File: src/rtl/core/sdf_pkg.sv
// shared types and constants for the signed decimal formatter
package sdf_pkg;

    localparam int MAX_RESULTS = 14;
    localparam int CNT_W       = 4;

    localparam logic [7:0] CHAR_ZERO  = 8'h30;
    localparam logic [7:0] CHAR_MINUS = 8'h2D;

    typedef enum logic [2:0] {
        ST_IDLE,
        ST_CONVERT,
        ST_SKIP,
        ST_SIGN,
        ST_DIGIT,
        ST_SEP
    } sdf_state_t;

    typedef struct packed {
        logic load;
        logic step;
    } dab_ctrl_t;

endpackage

File: src/rtl/core/signed_decimal_formatter.sv
// signed integer to decimal ascii text with optional digit grouping
// steps: accept in idle, VALUE_BITS shift-add-3 steps in the bcd unit, then
//   leading zeros are skipped before the first character
// throughput: one character per cycle while out_ready is high; a new value is
//   accepted only in idle, after the last character of the previous one
// reset clears the sequencer, output valid and group_separator (grouping off)
module signed_decimal_formatter #(
    parameter int VALUE_BITS   = 32,
    parameter int GROUP_DIGITS = 3
) (
    input  logic                          clk,
    input  logic                          rst_n,
    input  logic                          group_separator_we,
    input  logic [7:0]                    group_separator,
    input  logic                          in_valid,
    output logic                          in_ready,
    input  logic signed [VALUE_BITS-1:0]  value,
    output logic                          out_valid,
    input  logic                          out_ready,
    output logic [7:0]                    char_code,
    output logic                          last_char
);

    localparam int DIGITS  = ((VALUE_BITS - 1) * 1233) / 4096 + 1;
    localparam int IDX_W   = $clog2(DIGITS);
    localparam int GRP_W   = $clog2(GROUP_DIGITS);
    localparam int STEP_W  = $clog2(VALUE_BITS);
    localparam int TOP_GRP = (DIGITS - 1) % GROUP_DIGITS;

    sdf_pkg::sdf_state_t state_reg, state_next;

    logic [7:0]                sep_reg;
    logic [STEP_W-1:0]         step_reg, step_next;
    logic [IDX_W-1:0]          idx_reg, idx_next;
    logic [GRP_W-1:0]          grp_reg, grp_next, grp_dec;
    logic [sdf_pkg::CNT_W-1:0] emit_reg, emit_next;
    logic                      neg_reg, neg_next;
    logic                      out_valid_reg, out_valid_next;
    logic [7:0]                char_reg, char_next;
    logic                      last_reg, last_next;

    sdf_pkg::dab_ctrl_t  dab_ctrl;
    logic [DIGITS*4-1:0] bcd;
    logic [3:0]          digit_sel;
    logic                out_free;
    logic                at_cap;

    sdf_dabble #(
        .VALUE_BITS (VALUE_BITS),
        .DIGITS     (DIGITS)
    ) u_dabble (
        .clk   (clk),
        .ctrl  (dab_ctrl),
        .value (value),
        .bcd   (bcd)
    );

    assign digit_sel = bcd[idx_reg*4 +: 4];
    assign out_free  = !out_valid_reg || out_ready;
    assign at_cap    = (emit_reg == sdf_pkg::CNT_W'(sdf_pkg::MAX_RESULTS - 1));
    assign grp_dec   = (grp_reg == '0) ? GRP_W'(GROUP_DIGITS - 1) : grp_reg - 1'b1;
    assign in_ready  = (state_reg == sdf_pkg::ST_IDLE);

    always_comb
    begin
        state_next     = state_reg;
        step_next      = step_reg;
        idx_next       = idx_reg;
        grp_next       = grp_reg;
        emit_next      = emit_reg;
        neg_next       = neg_reg;
        out_valid_next = out_valid_reg && !out_ready;
        char_next      = char_reg;
        last_next      = last_reg;
        dab_ctrl.load  = 1'b0;
        dab_ctrl.step  = 1'b0;

        unique case (state_reg)
            sdf_pkg::ST_IDLE:
            begin
                if (in_valid)
                begin
                    dab_ctrl.load = 1'b1;
                    neg_next      = value[VALUE_BITS-1];
                    step_next     = '0;
                    emit_next     = '0;
                    state_next    = sdf_pkg::ST_CONVERT;
                end
            end
            sdf_pkg::ST_CONVERT:
            begin
                dab_ctrl.step = 1'b1;
                step_next     = step_reg + 1'b1;
                if (step_reg == STEP_W'(VALUE_BITS - 1))
                begin
                    idx_next   = IDX_W'(DIGITS - 1);
                    grp_next   = GRP_W'(TOP_GRP);
                    state_next = sdf_pkg::ST_SKIP;
                end
            end
            sdf_pkg::ST_SKIP:
            begin
                // drop leading zeros, keep the units digit
                if (digit_sel == 4'd0 && idx_reg != '0)
                begin
                    idx_next = idx_reg - 1'b1;
                    grp_next = grp_dec;
                end
                else if (neg_reg)
                begin
                    state_next = sdf_pkg::ST_SIGN;
                end
                else
                begin
                    state_next = sdf_pkg::ST_DIGIT;
                end
            end
            sdf_pkg::ST_SIGN:
            begin
                if (out_free)
                begin
                    out_valid_next = 1'b1;
                    char_next      = sdf_pkg::CHAR_MINUS;
                    last_next      = at_cap;
                    emit_next      = emit_reg + 1'b1;
                    state_next     = at_cap ? sdf_pkg::ST_IDLE : sdf_pkg::ST_DIGIT;
                end
            end
            sdf_pkg::ST_DIGIT:
            begin
                if (out_free)
                begin
                    out_valid_next = 1'b1;
                    char_next      = sdf_pkg::CHAR_ZERO + {4'd0, digit_sel};
                    last_next      = at_cap || (idx_reg == '0);
                    emit_next      = emit_reg + 1'b1;
                    if (at_cap || idx_reg == '0)
                    begin
                        state_next = sdf_pkg::ST_IDLE;
                    end
                    else if (grp_reg == '0 && sep_reg != 8'd0)
                    begin
                        state_next = sdf_pkg::ST_SEP;
                    end
                    else
                    begin
                        idx_next = idx_reg - 1'b1;
                        grp_next = grp_dec;
                    end
                end
            end
            sdf_pkg::ST_SEP:
            begin
                if (out_free)
                begin
                    out_valid_next = 1'b1;
                    char_next      = sep_reg;
                    last_next      = at_cap;
                    emit_next      = emit_reg + 1'b1;
                    idx_next       = idx_reg - 1'b1;
                    grp_next       = grp_dec;
                    state_next     = at_cap ? sdf_pkg::ST_IDLE : sdf_pkg::ST_DIGIT;
                end
            end
            default:
            begin
                state_next = sdf_pkg::ST_IDLE;
            end
        endcase
    end

    always_ff @(posedge clk or negedge rst_n)
    begin
        if (!rst_n)
        begin
            state_reg     <= sdf_pkg::ST_IDLE;
            sep_reg       <= 8'd0;
            step_reg      <= '0;
            idx_reg       <= '0;
            grp_reg       <= '0;
            emit_reg      <= '0;
            neg_reg       <= 1'b0;
            out_valid_reg <= 1'b0;
        end
        else
        begin
            state_reg     <= state_next;
            step_reg      <= step_next;
            idx_reg       <= idx_next;
            grp_reg       <= grp_next;
            emit_reg      <= emit_next;
            neg_reg       <= neg_next;
            out_valid_reg <= out_valid_next;
            if (group_separator_we)
            begin
                sep_reg <= group_separator;
            end
        end
    end

    always_ff @(posedge clk)
    begin
        char_reg <= char_next;
        last_reg <= last_next;
    end

    assign out_valid = out_valid_reg;
    assign char_code = char_reg;
    assign last_char = last_reg;

    a_convert_ends: assert property (@(posedge clk) disable iff (!rst_n)
        (state_reg == sdf_pkg::ST_CONVERT && step_reg == STEP_W'(VALUE_BITS - 1))
        |=> state_reg == sdf_pkg::ST_SKIP)
        else $error("bcd conversion did not end after VALUE_BITS steps");

    a_accept_starts: assert property (@(posedge clk) disable iff (!rst_n)
        (in_valid && in_ready) |=> state_reg == sdf_pkg::ST_CONVERT)
        else $error("accepted beat did not start conversion");

    a_emit_cap: assert property (@(posedge clk) disable iff (!rst_n)
        (state_reg == sdf_pkg::ST_SIGN || state_reg == sdf_pkg::ST_DIGIT
            || state_reg == sdf_pkg::ST_SEP)
        |-> emit_reg < sdf_pkg::CNT_W'(sdf_pkg::MAX_RESULTS))
        else $error("character count ran past the limit");

    a_sep_enabled: assert property (@(posedge clk) disable iff (!rst_n)
        (state_reg == sdf_pkg::ST_SEP) |-> (sep_reg != 8'd0 && idx_reg != '0))
        else $error("separator emitted with grouping off or after units digit");

endmodule

File: src/rtl/core/sdf_dabble.sv
// shift-add-3 binary to bcd unit, one bit per step
module sdf_dabble #(
    parameter int VALUE_BITS = 32,
    parameter int DIGITS     = 10
) (
    input  logic                          clk,
    input  sdf_pkg::dab_ctrl_t            ctrl,
    input  logic signed [VALUE_BITS-1:0]  value,
    output logic [DIGITS*4-1:0]           bcd
);

    logic [VALUE_BITS-1:0] bin_reg;
    logic [VALUE_BITS-1:0] bin_next;
    logic [DIGITS*4-1:0]   bcd_reg;
    logic [DIGITS*4-1:0]   bcd_next;
    logic [DIGITS*4-1:0]   bcd_adj;
    logic [VALUE_BITS-1:0] raw;
    logic [VALUE_BITS-1:0] mag;

    // most negative value wraps to its own pattern, read as unsigned
    assign raw = $unsigned(value);
    assign mag = raw[VALUE_BITS-1] ? (~raw + 1'b1) : raw;

    always_comb
    begin
        for (int d = 0; d < DIGITS; d++)
        begin
            if (bcd_reg[d*4 +: 4] >= 4'd5)
            begin
                bcd_adj[d*4 +: 4] = bcd_reg[d*4 +: 4] + 4'd3;
            end
            else
            begin
                bcd_adj[d*4 +: 4] = bcd_reg[d*4 +: 4];
            end
        end
    end

    always_comb
    begin
        bin_next = bin_reg;
        bcd_next = bcd_reg;
        if (ctrl.load)
        begin
            bin_next = mag;
            bcd_next = '0;
        end
        else if (ctrl.step)
        begin
            bcd_next = {bcd_adj[DIGITS*4-2:0], bin_reg[VALUE_BITS-1]};
            bin_next = {bin_reg[VALUE_BITS-2:0], 1'b0};
        end
    end

    always_ff @(posedge clk)
    begin
        bin_reg <= bin_next;
        bcd_reg <= bcd_next;
    end

    assign bcd = bcd_reg;

endmodule
File: config.mk
export PLATFORM = sky130hd
export DESIGN_NAME = signed_decimal_formatter
export DESIGN_NICKNAME = d
export VERILOG_FILES = /design/src/rtl/core/sdf_pkg.sv /design/src/rtl/core/signed_decimal_formatter.sv /design/src/rtl/core/sdf_dabble.sv
export SDC_FILE = /design/constraint.sdc
export NUM_CORES = 1
export LEC_CHECK = 0
export BUFFER_PORTS_ARGS = -buffer_cell sky130_fd_sc_hd__buf_2
export CELL_PAD_IN_SITES_DETAIL_PLACEMENT = 0
export CELL_PAD_IN_SITES_GLOBAL_PLACEMENT = 1
export CORE_UTILIZATION = 25
export CTS_BUF_LIST = sky130_fd_sc_hd__clkbuf_16
export CTS_CLUSTER_DIAMETER = 120
export CTS_CLUSTER_SIZE = 8
export DETAILED_ROUTE_END_ITERATION = 6
export PLACE_DENSITY = 0.46
export REMOVE_ABC_BUFFERS = 1
export SLEW_MARGIN = 20
export SYNTH_ARGS = -nofsm -noshare
export SYNTH_HDL_FRONTEND = slang
export SYNTH_SLANG_ARGS = --single-unit
File: constraint.sdc
create_clock -name clk -period 2.15 [get_ports clk]
set_input_delay 0.1075 -clock clk [delete_from_list [all_inputs] [get_ports clk]]
set_output_delay 0.1075 -clock clk [all_outputs]
set_load 0.03 [all_outputs]
# [Word-level counts from Yosys, hierarchy flattened]
# Cells that the tools add are included.
[word_totals] regBits=109 latch_bits=0 ram_bits=0 mem_bits_ro=0 in_bits=45 out_inout_bits=11 word_cells=142 memories=0
[op_classes] addsub=16 n_mul=0 div_mod_pow=0 magnitude_cmp=10 n_eq_ne=19 n_shift=1 mux=55 bitwise=1 n_reduce_logical=28
[op_table] operator="$mux 32" count=3
[op_table] operator="$mux 4" count=17
[op_table] operator="$ge 4x3->1 const B" count=10
[op_table] operator="$shiftx 40x7->4" count=1
[op_table] operator="$add 4x2->4 const B" count=9
[op_table] operator="$add 32x1->32 const B" count=1
[op_table] operator="$not 32->32" count=1
[op_table] operator="$mux 3" count=10
[op_table] operator="$mux 8" count=3
[op_table] operator="$pmux 8 s3" count=1
[op_table] operator="$ne 2x2->1 const B" count=9
[op_table] operator="$pmux 4 s4" count=1
[op_table] operator="$pmux 3 s5" count=1
[op_table] operator="$mux 2" count=7
[op_table] operator="$pmux 5 s2" count=1
[op_table] operator="$logic_not 4->1" count=2
[op_table] operator="$pmux 2 s4" count=1
[op_table] operator="$pmux 4 s2" count=1
[op_table] operator="$reduce_bool 2->1" count=4
[op_table] operator="$reduce_bool 4->1" count=2
[op_table] operator="$reduce_bool 8->1" count=1
[op_table] operator="$add 6x4->7 const A" count=1
[op_table] operator="$mux 1" count=7
[op_table] operator="$reduce_and 7->1" count=1
[op_table] operator="26 further kinds" count=35

# [Longest topological paths before layout]
# Gate-level depths: netlist of run 1.
[depth] word_depth=6 ltp_mapped=10 depth_no_buf=10

# [By module]
# A second synthesis of run 1 with hierarchy kept.
[hier_totals] cells_unflattened=699 hier_area_um2=6567.5
[modules_own_cells] mod="sdf_dabble" n_inst=1 cells_per_inst=469 area_per_inst_um2=4269.1 seq_area_each_um2=1761.7
[modules_own_cells] mod="signed_decimal_formatter" n_inst=1 cells_per_inst=230 area_per_inst_um2=2298.5 seq_area_each_um2=970.9

# [Worst setup path before layout of run 1]
# Ideal clock, no wire load.
[synth_path] kind="flip-flop to flip-flop" start="register state_reg[0]" end="register step_reg[2]" setup_time_ps=127 arrival_ps=2790 t_required_ps=2023 slack_ps=-767 stages_incl_launch_ff=8 path_buffers=1 period_less_slack_ps=2917 path_cell_list="dfrtp_1 -> clkbuf_1 -> nor3_1 -> nand2_1 -> nand2_1 -> o21ai_0 -> nand2_1 -> o21ai_0"
[synth_between] elab_chain_cells=3 word_cells_on_any_way=6 classes_between="2 x eq/ne; 1 x mux; 3 x reduce/logical"
[synth_lines] item="start, declared" line="signed_decimal_formatter.sv:30" text="sdf_pkg::sdf_state_t state_reg, state_next;"
[synth_lines] item="start signal, assigned" line="signed_decimal_formatter.sv:176" text="state_reg <= sdf_pkg::ST_IDLE;"
[synth_lines] item="start signal, assigned" line="signed_decimal_formatter.sv:187" text="state_reg <= state_next;"
[synth_lines] item="$logic_not 3->1 *"
[synth_lines] item="net in_ready" line="signed_decimal_formatter.sv:16" text="output logic in_ready,"
[synth_lines] item="$ne 2x2->1 (no line) or $reduce_bool 2->1 (tied branches)"
[synth_lines] item="$reduce_and 2->1 (no line)"
[synth_lines] item="end signal, assigned" line="signed_decimal_formatter.sv:188" text="step_reg <= step_next;"
[synth_lines] item="end, declared" line="signed_decimal_formatter.sv:33" text="logic [STEP_W-1:0] step_reg, step_next;"
# The timed path passes the listed nets; every way through them passes the cells marked *.
# A chain may end at the register's enable or synchronous reset.

# [Final worst setup path of run 1]
[layout_path] start="register idx_reg[0]" end="register state_reg[0]"
[layout_between] elab_chain_cells=5 word_cells_on_any_way=12 classes_between="2 x eq/ne; 1 x shift; 3 x mux; 6 x reduce/logical"
[layout_lines] item="start, declared" line="signed_decimal_formatter.sv:34" text="logic [IDX_W-1:0] idx_reg, idx_next;"
[layout_lines] item="start signal, assigned" line="signed_decimal_formatter.sv:189" text="idx_reg <= idx_next;"
[layout_lines] item="$shiftx 40x7->4 or $logic_not 4->1 (tied branches)" line="signed_decimal_formatter.sv:58, signed_decimal_formatter.sv:137"
[layout_lines] item="$logic_not 4->1 or $logic_or 1x1->1 (tied branches)" line="signed_decimal_formatter.sv:104, signed_decimal_formatter.sv:137"
[layout_lines] item="$logic_and 1x1->1 or $mux 3 (tied branches)" line="signed_decimal_formatter.sv:104, signed_decimal_formatter.sv:137"
[layout_lines] item="$ne 2x2->1 (no line) or $mux 3 (tied branches)"
[layout_lines] item="$reduce_and 6->1 (no line) or $pmux 3 s5 (tied branches)"
# Parallel ways exist; a longest one is shown, timed or not. The select of a mux whose other input is x is not followed.

==> results of run 1 <==
## worst paths after layout
kind	depth (start not counted)	end	slack [ns]	start
min reg2reg	1	grp_reg[0]$_DFFE_PN0P_	0.49	grp_reg[0]$_DFFE_PN0P_
max in group asynchronous	2	idx_reg[0]$_DFFE_PN0P_	1.32	rst_n
max	7	state_reg[0]$_DFFE_PN0P_	-0.11	idx_reg[0]$_DFFE_PN0P_
min in group asynchronous	2	grp_reg[0]$_DFFE_PN0P_	0.34	rst_n
min	3	out_valid$_DFF_PN0_	0.08	out_ready
max reg2reg	7	state_reg[0]$_DFFE_PN0P_	-0.11	idx_reg[0]$_DFFE_PN0P_
## through the flow
stage | cells | instance area, µm²
after detailed placement | 1112 | 7440
after floorplan | 661 | 6200
after CTS | 1139 | 7850
after global routing | 1139 | 7870
after global placement | 1112 | 7440
final | 1139 | 7870
## power by group through the flow
stage / Sequential (µW) / Combinational [µW] / Clock [µW]
2_1_floorplan: 3900 / 2590 / 0
3_3_place_gp: 3790 / 4450 / 0
3_5_place_dp: 3780 / 4520 / 0
4_1_cts: 3750 / 4580 / 1770
5_1_grt: 3870 / 5160 / 1840
6_report: 3750 / 4560 / 1700
## kinds of logic after synthesis
group	share of synthesized area, %
simple gates	17.8
compound gates	17.2
flops	42.7
buf+inv	5.00
xor+xnor	6.15
mux	5.65
fa+ha+maj	5.47
## layout make-up
class                      count  area (µm²)
multi-input combinational    521        3380
tap                          330         413
clock inverter                 7        65.1
sequential                   109        2730
fill                        2623       17300
timing repair buffer         132         933
inverter                      31         116
clock buffer                   9         225
## synthesized netlist by cell type (5+ instances only)
library cell / n / area share, %
inv_1: 31 / 1.8
nand2b_1: 14 / 1.4
o21ai_1: 6 / 0.47
ha_1: 28 / 5.5
buf_6: 5 / 0.88
o21ai_0: 76 / 5.9
mux2i_1: 17 / 2.7
nor3_1: 6 / 0.47
nor2b_1: 6 / 0.59
and2_1: 6 / 0.59
dfxtp_1: 40 / 13
nand3_1: 40 / 3.1
xor2_1: 34 / 4.7
a21oi_1: 50 / 3.9
clkbuf_1: 27 / 1.6
mux2_2: 8 / 1.4
edfxtp_1: 41 / 19
nand2_1: 73 / 4.3
xnor2_1: 11 / 1.5
o31ai_1: 20 / 2.3
o41ai_1: 5 / 0.68
nor2_1: 60 / 3.5
or4_1: 5 / 0.59
dfrtp_1: 28 / 11
## metal layers
metal / up-vias / track usage [%] / wire [µm]
li1: 2688 / - / -
met1: 2516 / 16.8 / 7840
met2: 62 / 22.2 / 7720
met3: 10 / 2.17 / 395
met4: 0 / 4.29 / 179
met5: - / 0 / 0
## what timing repair did
item | in CTS | in global routing
setup endpoints to repair | 9 | 10
hold buffers | 9 | 0
setup buffers | 2 | 1
cloned | 0 | 0
pin swaps | 1 | 6
hold endpoints to repair | 36 | 0
gates resized for setup | 7 | 9
## tightest hold or removal path: cells and delay by family
kind / cells / cell delay (ns)
simple gates: 2 / 0.21
buf+inv: 1 / 0.09
==> results.md, run 1 <==
* Total track usage at 13.1%
* Ports at 56
* Crit-path cells: mux2_4 -> a32o_2 -> a311oi_2 -> o22ai_2 -> nor3_4 -> nor2_2 -> mux2_4
* P_int at 5910 µW
* Initial antenna violation count at 0
* Slowest cell delay on critical path at 0.48 ns
* Clk network pwr share at 17.0%
* Dpl hpwl at 11.7 mm
* Combinational group share of total power at between 40% and 50%
* Clock period minus worst slack at approximately 2.3 ns
* Failing checks: setup timing
* Initial drt markers at around 260
* Wire length per cell at 14.2 µm
* Area Overhead vs Synth at 22.9%
* Die X-Extent at 162 µm
* WP buf/inv at 0
* Number of flops mapped to enable cells by yosys at 41
* Slew @ Worst Pin at 0.699 ns
* CP Capture Type: register
* Die height at between 150 and 200 µm
* Clk buf depth at 2
* Critical path's top delay family: multiplexers
* Sw frac at roughly 41%
* Largest register FFs at 40
* Max-slew headroom at 53.4%
* Hold Violations, Final at 0
* WP data required at 2.40 ns
* Pre-antenna DRT Iters at 4
* I/O Buffers at 55
* Antenna Cells at 0
* PD cells at about 1300 nW/µm²
* Vias in the first global route at around 5.3k
* Crit path top cell by count: mux2_4
* DRC at 0
* Total power at 10000 µW
* Switch Pwr at 4100 µW
* Most frequent cells in the layout: o21ai_0 (75), nand2_1 (72), buf_4 (62), nor2_1 (58), buf_2 (55)
* Final Core Density at 31.3%
* Worst-path clk slew at 0.09 ns
* MaxCap Viol Count at 0
* Ys Warns at 0
* Synth Instances at about 700
* Synthesis-stage register bit count at 109
* Post-synth top flop: edfxtp_1
* DR vias/cell at 4.63
* Worst Hold Class: in -> reg
* Mapped Avg Cell Area at slightly above 9 µm²
* FP Rows at 58
* Fin crit share at 105%
* CTS tree: built
* Status: finished with violations
* Vias at 5276
* RSZ-0062 raised after global routing: yes
* Largest net degree at the start of global routing at 57
* Die area at 26300 µm²
* Antenna-violating nets left at 0
* Final setup fails at 9
* Max-slew violations at 0
* Fmax at approximately 440 MHz
* Skew final at 0.0146 ns
* Type of the worst setup path: reg -> reg
* CTS Root Cell: clkbuf_16
* Setup crit start kind: register
* Critical path peak fanout at 6
* VDD IR max at 0.632 mV
* Clk Latency, worst-skew pair at 0.36 ns
* Fraction of layout cells with a size suffix above 1 at 22.0%
* Clock sinks at 109
* CTS buffer count at 9
* Drt total wl at 16.1 mm
* Synthesized area at ~6400 µm²
* Global-route wire length before repair at between 20 and 30 mm
* Ys async rst share at approximately 26%
* Hold_ws at about 0.080 ns
* Part of the power in registers at 37.5%
* GR Overflow Total at 0
* Placer Congestion at between 0.7 and 0.8
* Most common cell after layout, fill and taps aside: o21ai_0
* Seq/Total Area, Yosys at 42.7%
* Pre-CTS WS at -0.165 ns
* Initial core utilization at 25.4%
* Final Net Count at 877
* Leak Pwr at approximately 0.0032 µW
* Arrival time worst endpoint at 2.51 ns
* CP max stage cell: dfrtp_2
* Setup tns final at -0.525 ns
* Post-route setup slack at -0.106 ns
* Post-synth cell types at 61
* CTS H-tree depth at 3
* Core outline area at between 20000 and 30000 µm²
Power figures use the tool's default switching activity.
==> run 2: changes to the inputs <==
- ABC_AREA: not set -> 1
- GPL_TIMING_DRIVEN: not set -> 0
- PLACE_DENSITY: 0.46 -> 0.48
==> run 2 against run 1 <==
  * The flow now finishes without violations
  * Die area grew 2.9%
  * Global-route usage grew 1.2 points
  * Clock-buffer cell count is the same
  * Non-clock buffer count shrank 47
  * Cell count grew 14%
  * Synthesized area grew 2.9%
  * Combinational power grew 16%
  * Critical endpoint unchanged
  * Largest cell class unchanged
==> results.md, run 2 <==
* Share of the synthesized area in the top cell type at 18.7%
* Clock sinks at 109
* Critical path peak fanout at 8
* Status: complete, no violations
* Synth area leader: edfxtp_1
* List of most frequent post-synthesis cells: nand2_1 (214), inv_1 (120), o21ai_0 (80), nand3_1 (77), nor2_1 (75)
* Total track usage at ~14%
* Leak Pwr at 0.00358 µW
* Placer Congestion at about 0.74
* Slowest cell delay on critical path at 0.56 ns
* R2r endpoint: state_reg[0]$_DFFE_PN0P_
* Fraction of layout cells with a size suffix above 1 at 14.3%
* Global-route wire length before repair at 30.0 mm
* Synthesis-stage register bit count at 109
* Ys async rst share at 25.7%
* CP Capture Type: register
* Vias in the first global route at ~5.6k
* Area Overhead vs Synth at 18.1%
* MaxCap Viol Count at 0
* Clock period minus worst slack at 1.98 ns
* Max-slew headroom at 45.5%
* Placed cell area at 7140 µm²
* Number of flops mapped to enable cells by yosys at 41
* Synthesized area at 6590 µm²
* Combinational group share of total power at 49.2%
* Vias at 5800
* Core outline area at 26000 µm²
* Synth area leaders: edfxtp_1 (19%), nand2_1 (12%), dfxtp_1 (12%)
* PD cells at between 1000 and 1500 nW/µm²
* Worst-path clk slew at 0.08 ns
* Slew @ Worst Pin at 0.817 ns
* WP data required at 2.40 ns
* Die height at between 150 and 200 µm
* Crit-path cells: clkinv_8 -> ha_1 -> inv_1 -> nor2_2 -> nand2_2 -> nand2_1 -> inv_1 -> nand2_2 -> nor2_1 -> nor3_2 -> nand2_1 -> nand2_1 -> nand2_1
* Dpl hpwl at approximately 12 mm
* CP max stage cell: dfrtp_4
* Synth Instances at 887
* Worst Reg-to-Reg Cells at 13
* Initial core utilization at 25.4%
* CTS H-tree depth at 3
* Post-synth top flop: edfxtp_1
* Wire length per cell at between 10 and 15 µm
* Worst Hold Class: in -> reg
* Seq/Total Area, Yosys at 41.5%
* Clk buf depth at 2
* Critical path launch point: idx_reg[0]$_DFFE_PN0P_
* Crit path to: state_reg[0]$_DFFE_PN0P_
* Final Net Count at 1030
* Fin crit share at 91.9%
* Ys Warns at 0
* Layout filler cell count at ~3k
* Clk network pwr share at 15.3%
* Crit path top cell by count: nand2_1
* Critical path's top delay family: simple AND/OR/NAND/NOR gates
* Most common cell after layout, fill and taps aside: nand2_1
* Largest register FFs at 40
* Switch Pwr at 4840 µW
* Initial drt markers at 293
* Antenna Cells at 0
* Ports at 56
* Arrival time worst endpoint at 2.23 ns
* Antenna-violating nets left at 0
* Final Core Density at 29.9%
* Fmax at a little over 500 MHz
* Drt total wl at 18.1 mm
* Pre-antenna DRT Iters at 6
* Final setup fails at 0
* Skew final at approximately 0.0084 ns
* P_int at 5900 µW
* Hold Violations, Final at 0
* Most frequent cell after synthesis: nand2_1
* Max-slew violations at 0
* Clk Latency, worst-skew pair at 0.36 ns
* Most frequent cells in the layout: nand2_1 (210), inv_1 (119), o21ai_0 (80), nand3_1 (77), nor2_1 (74)
* I/O Buffers at 55
* Die area at 27000 µm²
* Setup crit start kind: register
* Sw frac at 45.1%
* CTS tree: built
* GR Overflow Total at 0
* Post-synth cell types at 40
* Type of the worst setup path: reg -> reg
* Register-to-register path setup slack at 0.17 ns
* Final Cell Area at 7780 µm²
* DR vias/cell at 4.47
* FP Rows at between 50 and 60
* VDD IR max at about 0.55 mV
* Die X-Extent at 164 µm
* Initial antenna violation count at 0
* Mapped Avg Cell Area at 7.43 µm²
* Levels on crit path at 13
* DRC at 0
* RSZ-0062 raised after global routing: no
* WP buf/inv at 3
* CTS Root Cell: clkbuf_16
* Start of the worst register-to-register path: idx_reg[0]$_DFFE_PN0P_
* Part of the power in registers at between 30% and 40%
* Largest net degree at the start of global routing at 64
* CTS buffer count at 9
==> run 2: repair_timing <==
action | CTS | global route
cloned | 2 | 0
hold buffers | 9 | 0
setup buffers | 9 | 12
resized for setup | 9 | 15
pin swaps | 3 | 6
endpoints found under the hold margin | 36 | 0
setup endpoints to repair | 117 | 46
==> run 2: final cells by class <==
| type | count | area, µm² | area share [%] |
|---|---|---|---|
| Clock inverter | 7 | 48.8 | 0.627 |
| Multi-Input combinational cell | 621 | 3260 | 41.9 |
| Sequential cell | 109 | 2740 | 35.2 |
| Timing Repair Buffer | 85 | 539 | 6.93 |
| Inverter | 131 | 548 | 7.05 |
| Clock buffer | 9 | 225 | 2.90 |
| Tap cell | 335 | 419 | 5.39 |
==> run 2: worst min path at each step <==
stage,to,cells past startpoint,start
after floorplan,emit_reg[0]$_DFFE_PN0P_,0,rst_n
after global routing,u_dabble.bin_reg[0]$_SDFFCE_PN0P_,3,value[0]
after detailed placement,sep_reg[7]$_DFFE_PN0P_,1,rst_n
final,u_dabble.bin_reg[0]$_SDFFCE_PN0P_,3,value[0]
after global placement,sep_reg[7]$_DFFE_PN0P_,1,rst_n
after CTS,u_dabble.bin_reg[0]$_SDFFCE_PN0P_,3,value[0]
==> run 2: metal layers <==
layer	wire length, µm	GRT usage, %
met4	147	2.53
met3	539	2.93
met1	9020	19.2
met5	0	0
met2	8430	23.8
==> run 2: worst register-to-register path, delay by kind of cell, from the launching register on <==
family                     cells  cell delay (ns)
and+or+nand+nor                9             0.96
DFF                            1             0.56
buffers and inverters          3             0.19
adders and majority gates      1             0.17
==> run 2: kinds of logic (layout without fill, tap and decap cells) <==
kind of cell    count (synthesis)  after routing  synth area share, %
compound gates                168            168                 14.8
simple gates                  403            405                 26.1
xor+xnor                       20             20                 2.66
buf+inv                       159            232                 9.68
flops                         109            109                 41.5
fa+ha+maj                      28             28                 5.32
==> run 2: metrics by stage <==
stage | instances | worst slack [ns] | total power [µW] | hold slack (ns) | TNS (ns)
finish | 1297 | 0.174 | 10700 | 0.0794 | 0
detailed placement | 1249 | -0.781 | 8650 | 0.200 | -63.95
floorplan | 859 | -0.628 | 7210 | -0.188 | -32.97
global route | 1297 | 0.000879 | 11800 | 0.0979 | 0
global placement | 1249 | -1.76 | 8690 | 0.206 | -131.76
CTS | 1285 | 0.0310 | 10700 | 0.0654 | 0
==> run 2: power by group through the flow <==
stage               sequential (µW)  combinational [µW]  clock (µW)
global route                   3950                6100        1790
CTS                            3820                5140        1740
floorplan                      3860                3350           0
global placement               3930                4760           0
detailed placement             3910                4750           0
finish                         3810                5280        1640
